$ cat config.mk
export PLATFORM = sky130hd
export DESIGN_NAME = indexed_sequence_buffer_unit
export DESIGN_NICKNAME = d
export VERILOG_FILES = /design/src/design/isb_pkg.sv /design/src/design/isb_ctrl.sv /design/src/design/isb_dp.sv /design/src/design/indexed_sequence_buffer_unit.sv
export SDC_FILE = /design/constraint.sdc
export NUM_CORES = 2
export LEC_CHECK = 0
export ABC_AREA = 1
export BUFFER_PORTS_ARGS = -buffer_cell sky130_fd_sc_hd__buf_2
export CAP_MARGIN = 20
export CORE_UTILIZATION = 30
export DETAILED_ROUTE_END_ITERATION = 7
export REMOVE_ABC_BUFFERS = 1
export SYNTH_ARGS = -nofsm -noshare
export SYNTH_HDL_FRONTEND = slang
export SYNTH_SLANG_ARGS = --single-unit
export TNS_END_PERCENT = 50
$ cat constraint.sdc
create_clock -name clk -period 9.42 [get_ports clk]
set_input_delay 0.942 -clock clk [delete_from_list [all_inputs] [get_ports clk]]
set_output_delay 0.942 -clock clk [all_outputs]
set_load 0.01 [all_outputs]
$ cat src/design/isb_pkg.sv
// shared types and constants for the indexed sequence buffer
package isb_pkg;

  localparam int CAPACITY = 32;
  localparam int POS_W    = 7;
  localparam int VAL_W    = 32;
  localparam int CNT_W    = $clog2(CAPACITY + 1);
  localparam int IDX_W    = (CAPACITY > 1) ? $clog2(CAPACITY) : 1;

  typedef enum logic [1:0] {
    FN_INSERT = 2'd0,
    FN_ERASE  = 2'd1,
    FN_DUMP   = 2'd2
  } func_t;

  typedef enum logic [1:0] {
    ST_OK    = 2'd0,
    ST_RANGE = 2'd1,
    ST_FULL  = 2'd2
  } status_t;

  typedef enum logic [1:0] {
    S_IDLE,
    S_EXEC,
    S_DUMP
  } state_t;

  typedef struct packed {
    logic load;
    logic exec;
    logic dump_next;
  } dp_cmd_t;

  typedef struct packed {
    logic out_free;
    logic dump_multi;
    logic dump_last;
  } dp_stat_t;

endpackage

$ cat src/design/isb_ctrl.sv
// controller state machine for the indexed sequence buffer
module isb_ctrl import isb_pkg::*; (
  input  logic     clk,
  input  logic     rst_n,
  input  logic     in_valid,
  output logic     in_ready,
  input  dp_stat_t stat,
  output dp_cmd_t  cmd
);

  state_t state_r, state_nxt;

  always_ff @(posedge clk) begin
    if (!rst_n) begin
      state_r <= S_IDLE;
    end else begin
      state_r <= state_nxt;
    end
  end

  always_comb begin
    state_nxt = state_r;
    cmd       = '0;
    in_ready  = 1'b0;
    unique case (state_r)
      S_IDLE: begin
        in_ready = 1'b1;
        if (in_valid) begin
          cmd.load  = 1'b1;
          state_nxt = S_EXEC;
        end
      end
      S_EXEC: begin
        if (stat.out_free) begin
          cmd.exec  = 1'b1;
          state_nxt = stat.dump_multi ? S_DUMP : S_IDLE;
        end
      end
      S_DUMP: begin
        if (stat.out_free) begin
          cmd.dump_next = 1'b1;
          if (stat.dump_last) state_nxt = S_IDLE;
        end
      end
      default: state_nxt = S_IDLE;
    endcase
  end

endmodule

$ cat src/design/isb_dp.sv
// datapath: command registers, entry store with parallel shift, result register
module isb_dp import isb_pkg::*; (
  input  logic                    clk,
  input  logic                    rst_n,
  input  dp_cmd_t                 cmd,
  output dp_stat_t                stat,
  input  logic [1:0]              in_func,
  input  logic [POS_W-1:0]        in_position,
  input  logic signed [VAL_W-1:0] in_item_value,
  input  logic                    out_ready,
  output logic                    out_valid,
  output logic [1:0]              out_status,
  output logic [POS_W-1:0]        out_entry_count,
  output logic                    out_has_entry,
  output logic signed [VAL_W-1:0] out_entry_out,
  output logic                    out_last
);

  logic [1:0]              func_r;
  logic [POS_W-1:0]        pos_r;
  logic [VAL_W-1:0]        val_r;
  logic [CNT_W-1:0]        count_r, count_nxt;
  logic [IDX_W-1:0]        idx_r;
  logic [VAL_W-1:0]        entries_r   [CAPACITY];
  logic [VAL_W-1:0]        entries_nxt [CAPACITY];
  logic [POS_W-1:0]        cnt_ext;
  logic [1:0]              op_status;
  logic                    out_valid_r;
  logic [1:0]              status_r;
  logic [CNT_W-1:0]        ocount_r;
  logic                    has_r;
  logic [VAL_W-1:0]        eout_r;
  logic                    last_r;

  assign cnt_ext = POS_W'(count_r);

  // status and store update for the captured command
  always_comb begin
    op_status = ST_OK;
    count_nxt = count_r;
    for (int i = 0; i < CAPACITY; i++) entries_nxt[i] = entries_r[i];
    case (func_r)
      FN_INSERT: begin
        if (pos_r > cnt_ext) begin
          op_status = ST_RANGE;
        end else if (count_r == CNT_W'(CAPACITY)) begin
          op_status = ST_FULL;
        end else begin
          count_nxt = count_r + CNT_W'(1);
          for (int i = 0; i < CAPACITY; i++) begin
            if (POS_W'(i) == pos_r) begin
              entries_nxt[i] = val_r;
            end else if (i > 0 && POS_W'(i) > pos_r && POS_W'(i) <= cnt_ext) begin
              entries_nxt[i] = entries_r[(i > 0) ? i - 1 : 0];
            end
          end
        end
      end
      FN_ERASE: begin
        if (pos_r >= cnt_ext) begin
          op_status = ST_RANGE;
        end else begin
          count_nxt = count_r - CNT_W'(1);
          for (int i = 0; i < CAPACITY - 1; i++) begin
            if (POS_W'(i) >= pos_r && POS_W'(i + 1) < cnt_ext) begin
              entries_nxt[i] = entries_r[i + 1];
            end
          end
        end
      end
      default: ;
    endcase
  end

  assign stat.out_free   = !out_valid_r || out_ready;
  assign stat.dump_multi = (func_r == FN_DUMP) && (count_r > CNT_W'(1));
  assign stat.dump_last  = (CNT_W'(idx_r) + CNT_W'(1)) == count_r;

  always_ff @(posedge clk) begin
    if (!rst_n) begin
      count_r     <= '0;
      out_valid_r <= 1'b0;
    end else begin
      if (cmd.exec) count_r <= count_nxt;
      if (cmd.exec || cmd.dump_next) begin
        out_valid_r <= 1'b1;
      end else if (out_ready) begin
        out_valid_r <= 1'b0;
      end
    end
  end

  always_ff @(posedge clk) begin
    if (cmd.load) begin
      func_r <= in_func;
      pos_r  <= in_position;
      val_r  <= in_item_value;
    end
    if (cmd.exec) begin
      for (int i = 0; i < CAPACITY; i++) entries_r[i] <= entries_nxt[i];
      status_r <= op_status;
      ocount_r <= count_nxt;
      idx_r    <= IDX_W'(1);
      if (func_r == FN_DUMP && count_r != '0) begin
        has_r  <= 1'b1;
        eout_r <= entries_r[0];
        last_r <= (count_r == CNT_W'(1));
      end else begin
        has_r  <= 1'b0;
        eout_r <= '0;
        last_r <= 1'b1;
      end
    end else if (cmd.dump_next) begin
      status_r <= ST_OK;
      ocount_r <= count_r;
      has_r    <= 1'b1;
      eout_r   <= entries_r[idx_r];
      last_r   <= stat.dump_last;
      idx_r    <= idx_r + IDX_W'(1);
    end
  end

  assign out_valid       = out_valid_r;
  assign out_status      = status_r;
  assign out_entry_count = POS_W'(ocount_r);
  assign out_has_entry   = has_r;
  assign out_entry_out   = eout_r;
  assign out_last        = last_r;

endmodule

$ cat src/design/indexed_sequence_buffer_unit.sv
// top level of the indexed sequence buffer: controller plus datapath
//
// holds an ordered list of up to CAPACITY signed 32-bit values
// input channel (in_valid/in_ready): in_func selects insert, erase or dump,
// in_position gives the list position, in_item_value the value to insert
// result channel (out_valid/out_ready): status, entry count after the
// command, has_entry/entry_out for dumped values and last on the final
// result of each input transaction
// insert, erase and unused codes give one result; a dump gives one result
// per stored entry (or one empty-marked result when the list is empty)
// a transaction is captured into the command registers in the idle state,
// and its first result is registered in the execute state once the result
// register is free; a dump then sends one entry per cycle, while the receiver
// is ready, from the result register, the only path out of the store
// insert and erase shift all later entries in parallel
// when the receiver stalls, the result register holds and the controller
// waits; a new command is taken while the last result still waits
// reset (rst_n low, synchronous) empties the list and drops any result
module indexed_sequence_buffer_unit import isb_pkg::*; (
  input  logic                    clk,
  input  logic                    rst_n,
  input  logic                    in_valid,
  output logic                    in_ready,
  input  logic [1:0]              in_func,
  input  logic [POS_W-1:0]        in_position,
  input  logic signed [VAL_W-1:0] in_item_value,
  output logic                    out_valid,
  input  logic                    out_ready,
  output logic [1:0]              out_status,
  output logic [POS_W-1:0]        out_entry_count,
  output logic                    out_has_entry,
  output logic signed [VAL_W-1:0] out_entry_out,
  output logic                    out_last
);

  dp_cmd_t  cmd;
  dp_stat_t stat;

  // sequencing: idle -> execute -> (dump walk) -> idle
  isb_ctrl u_ctrl (
    .clk      (clk),
    .rst_n    (rst_n),
    .in_valid (in_valid),
    .in_ready (in_ready),
    .stat     (stat),
    .cmd      (cmd)
  );

  // store, count and result register
  isb_dp u_dp (
    .clk             (clk),
    .rst_n           (rst_n),
    .cmd             (cmd),
    .stat            (stat),
    .in_func         (in_func),
    .in_position     (in_position),
    .in_item_value   (in_item_value),
    .out_ready       (out_ready),
    .out_valid       (out_valid),
    .out_status      (out_status),
    .out_entry_count (out_entry_count),
    .out_has_entry   (out_has_entry),
    .out_entry_out   (out_entry_out),
    .out_last        (out_last)
  );

  // one command at a time: after a transaction the controller is busy
  a_busy_after_accept: assert property (@(posedge clk) disable iff (!rst_n)
    (in_valid && in_ready) |=> !in_ready)
    else $error("input accepted while a command is in flight");

  // count never exceeds the capacity
  a_count_bound: assert property (@(posedge clk) disable iff (!rst_n)
    out_valid |-> (out_entry_count <= POS_W'(CAPACITY)))
    else $error("entry count above capacity");

  // error results are single, final and carry no entry
  a_error_single: assert property (@(posedge clk) disable iff (!rst_n)
    (out_valid && out_status != ST_OK) |-> (out_last && !out_has_entry))
    else $error("error result not final or carries an entry");

  // dumped entries always report ok
  a_dump_ok: assert property (@(posedge clk) disable iff (!rst_n)
    (out_valid && out_has_entry) |-> (out_status == ST_OK && out_entry_count != '0))
    else $error("dumped entry with bad status or empty count");

endmodule

==> results.sh <==
export IMPL_status="finished, final reports clean"
export IMPL_drtAntennaViolNets=0
export IMPL_synth_most_common_cell="nand2_1"
export IMPL_start_kind="register"
export IMPL_htree_levels=4
export IMPL_coreArea_sq_um=220000
export IMPL_pre_cts_slack_ps=4670
export IMPL_synth_top_cell_area_share=0.500
export IMPL_yosysSeqAreaShare=0.506
export IMPL_required_ps=9860
export IMPL_synth_area_leader_cell="edfxtp_1"
export IMPL_ioPinCount=90
export IMPL_initial_core_util=0.302
export IMPL_finalSetupViolCount=0
export IMPL_fin_tns_setup_ps=0
export IMPL_syn_to_final_growth_pct=9.50
export IMPL_finalHoldViolations=0
export IMPL_clk_insertion_delay_late_ps=800
export IMPL_synthArstFlopShare=0
export IMPL_dp_hpwl_microns=135000
export IMPL_place_inst=10600
export IMPL_period_share=0.525
export IMPL_worst_pin_slew_ps=1410
export IMPL_die_w_microns=473
export IMPL_min_from="in_func[0]"
export IMPL_synth_ff_type="edfxtp_1"
export IMPL_maxCapViolCount=0
export IMPL_reg2reg_to="u_dp.entries_r[5][1]"
export IMPL_r2r_start="u_dp.count_r[5]"
export IMPL_layout_drive_gt1_share=0.0614
export IMPL_ys_types=47
export IMPL_path_max_fanout=208
export IMPL_avgSynthCellArea_sq_um=8.12
export IMPL_fin_ws_ps=4480
export IMPL_clkTransAtPathRegs_ps=60
export IMPL_slew_viol_final=0
export IMPL_slew_headroom=0.0583
export IMPL_grt_usage=0.227
export IMPL_endpoint_kind="register"
export IMPL_clock_sinks=1126
export IMPL_p_leak_nw=27.2
export IMPL_synth_edf_count=1107
export IMPL_vias=62900
export IMPL_final_core_util=0.331
export IMPL_yosysWarnings=0
export IMPL_grt_pass1_vias=58100
export IMPL_cts_tree="done"
export IMPL_place_gp_congestion=0.887
export IMPL_p_sw_frac=0.317
export IMPL_syn_inst=8192
export IMPL_nFillCells=23000
export IMPL_numCtsBuffers=134
export IMPL_fmax_mhz=202
export IMPL_irDropWorstVdd_mv=0.233
export IMPL_fin_cells=10800
export IMPL_grt_ovfl_total=0
export IMPL_fin_skew_ps=39.1
export IMPL_clkPwrFrac=0.380
export IMPL_r2r_cells=11
export IMPL_pwr_share_seq=0.439
export IMPL_drtIter0Drc=10400
export IMPL_multi_input_area_sq_um=26600
export IMPL_cts_resized=0
export IMPL_die_area_sq_um=224000
export IMPL_clockBufferDepth=3
export IMPL_power_total_mw=13.2
export IMPL_switching_power_mw=4.19
export IMPL_fp_row_count=172
export IMPL_seq_area_sq_um=33600
export IMPL_p_per_area_nw_per_um2=181
export IMPL_grt_max_degree=227
export IMPL_hold_path_class="input port to register"
export IMPL_arrival_ps=5380
export IMPL_hold_end="u_dp.func_r[0]"
export IMPL_synth_area_leaders="edfxtp_1 50%, o21ai_0 12%, nand2_1 9.4%, o22ai_1 6.1%, inv_1 4.8%"
export IMPL_rsz0062_at_grt="no"
export IMPL_p_comb_frac=0.181
export IMPL_p_int_mw=9.01
export IMPL_drc=0
export IMPL_crit_type="register to register"
export IMPL_cts_setup_buffers=0
export IMPL_final_net_count=7841
export IMPL_synthTopCellsByCount="1663 x nand2_1, 1587 x o21ai_0, 1107 x edfxtp_1"
export IMPL_hold_path_depth=1
export IMPL_r2r_setup_slack_ps=4480
export IMPL_routed_wl_microns=265000
export IMPL_period_needed_ps=4940
export IMPL_avgViaCountPerCell=5.80
export IMPL_ys_seq_elements=1126
export IMPL_die_y_microns=473
export IMPL_antenna_found_initial=4
export IMPL_cts_hold_buffers=0
export IMPL_grt_pass1_wl_microns=384000
export IMPL_root_buffer="clkbuf_16"
export IMPL_portBuffers=88
export IMPL_first_pass_iters=7
export IMPL_wl_per_cell_microns=24.4
export IMPL_netlist_area_sq_um=66500
-- logic make-up (layout without fill, tap and decap cells) --
family / Yosys count / in the layout / share of synthesized area
compound gates: 3086 / 3086 / 0.249
xor+xnor: 6 / 6 / 0.000790
fa+ha+maj: 11 / 11 / 0.00207
buf+inv: 1653 / 1348 / 0.101
flops: 1126 / 1126 / 0.506
mux: 1 / 1 / 0.000151
other cells: 1 / 2 / 0.0000564
simple gates: 2308 / 2308 / 0.141
-- cell usage in the layout, fill, tap and decap left out, types with 37 or more instances in the layout --
cell type / n
o21ai_1: 288
o211ai_1: 39
clkbuf_16: 137
nor2_1: 132
nand3_1: 425
nand2_1: 1654
clkinv_1: 65
o21ai_0: 1587
o22ai_1: 646
edfxtp_1: 1107
nor2_4: 37
buf_4: 107
buf_2: 88
inv_1: 852
a21oi_1: 472
-- registers in the layout (all words and copies together), names as in the netlist, named ones only --
register,cells
u_dp.out_valid,1
u_dp.out_last,1
u_dp.count_r,6
u_dp.out_status,2
u_dp.pos_r,7
u_dp.out_has_entry,1
u_dp.idx_r,5
u_dp.ocount_r,6
u_dp.val_r,32
u_dp.func_r,2
u_ctrl.state_r,2
u_dp.entries_r,1024
u_dp.out_entry_out,32
-- metrics by stage --
step           cell area [sq um]  hold slack [ps]
2_1_floorplan              63200              505
3_3_place_gp               68700              535
3_5_place_dp               68700              539
4_1_cts                    72800              291
5_1_grt                    72800              313
6_report                   72800              334
-- worst max-delay path, cell delays in order, from the launching register on --
cell     delay, ps
dfxtp_1        740
inv_1          310
ha_1           400
nand2_1         80
nor2_2         170
nand2_2        100
nand2_2        120
nand2_4        110
nand3_4        450
buf_4          800
buf_12         610
o22ai_1        220
-- power groups by stage --
stage / clock network (mW) / logic [mW] / registers [mW]
after CTS: 5.07 / 2.32 / 5.79
after global routing: 5.24 / 2.59 / 5.81
after global placement: 0 / 2.30 / 5.90
final: 5.01 / 2.39 / 5.80
after floorplan: 0 / 1.56 / 6.08
after detailed placement: 0 / 2.32 / 5.90
-- final cells by class --
| type | count | area share |
|---|---|---|
| flip-flops and latches | 1126 | 0.462 |
| multi-input cells | 5413 | 0.365 |
| well taps | 2958 | 0.0508 |
| clock buffers | 168 | 0.0488 |
| inverters | 908 | 0.0472 |
| repair buffers | 202 | 0.0190 |
| clock inverters | 70 | 0.00729 |
| diodes | 1 | 0.0000344 |
-- per-layer routing --
| metal | GRT usage | vias to the layer above | part of all wire |
|---|---|---|---|
| li1 | - | 27900 | - |
| met1 | 0.314 | 29900 | 0.40 |
| met2 | 0.342 | 4537 | 0.43 |
| met3 | 0.0492 | 622 | 0.13 |
| met4 | 0.0923 | 2 | 0.041 |
| met5 | 0 | - | 0.000030 |
-- worst max-delay path by stage --
stage,from,end,slack (ps),cells past startpoint
floorplan,u_dp.func_r[1],u_dp.entries_r[30][0],-41080,4
global placement,out_ready,u_dp.entries_r[14][19],4610,14
detailed placement,out_ready,u_dp.entries_r[14][19],4670,14
CTS,u_dp.count_r[5],u_dp.entries_r[14][22],4690,14
global route,u_dp.count_r[5],u_dp.entries_r[5][1],4270,11
finish,u_dp.count_r[5],u_dp.entries_r[5][1],4480,11
No activity file was read; power rests on OpenSTA's default activity.
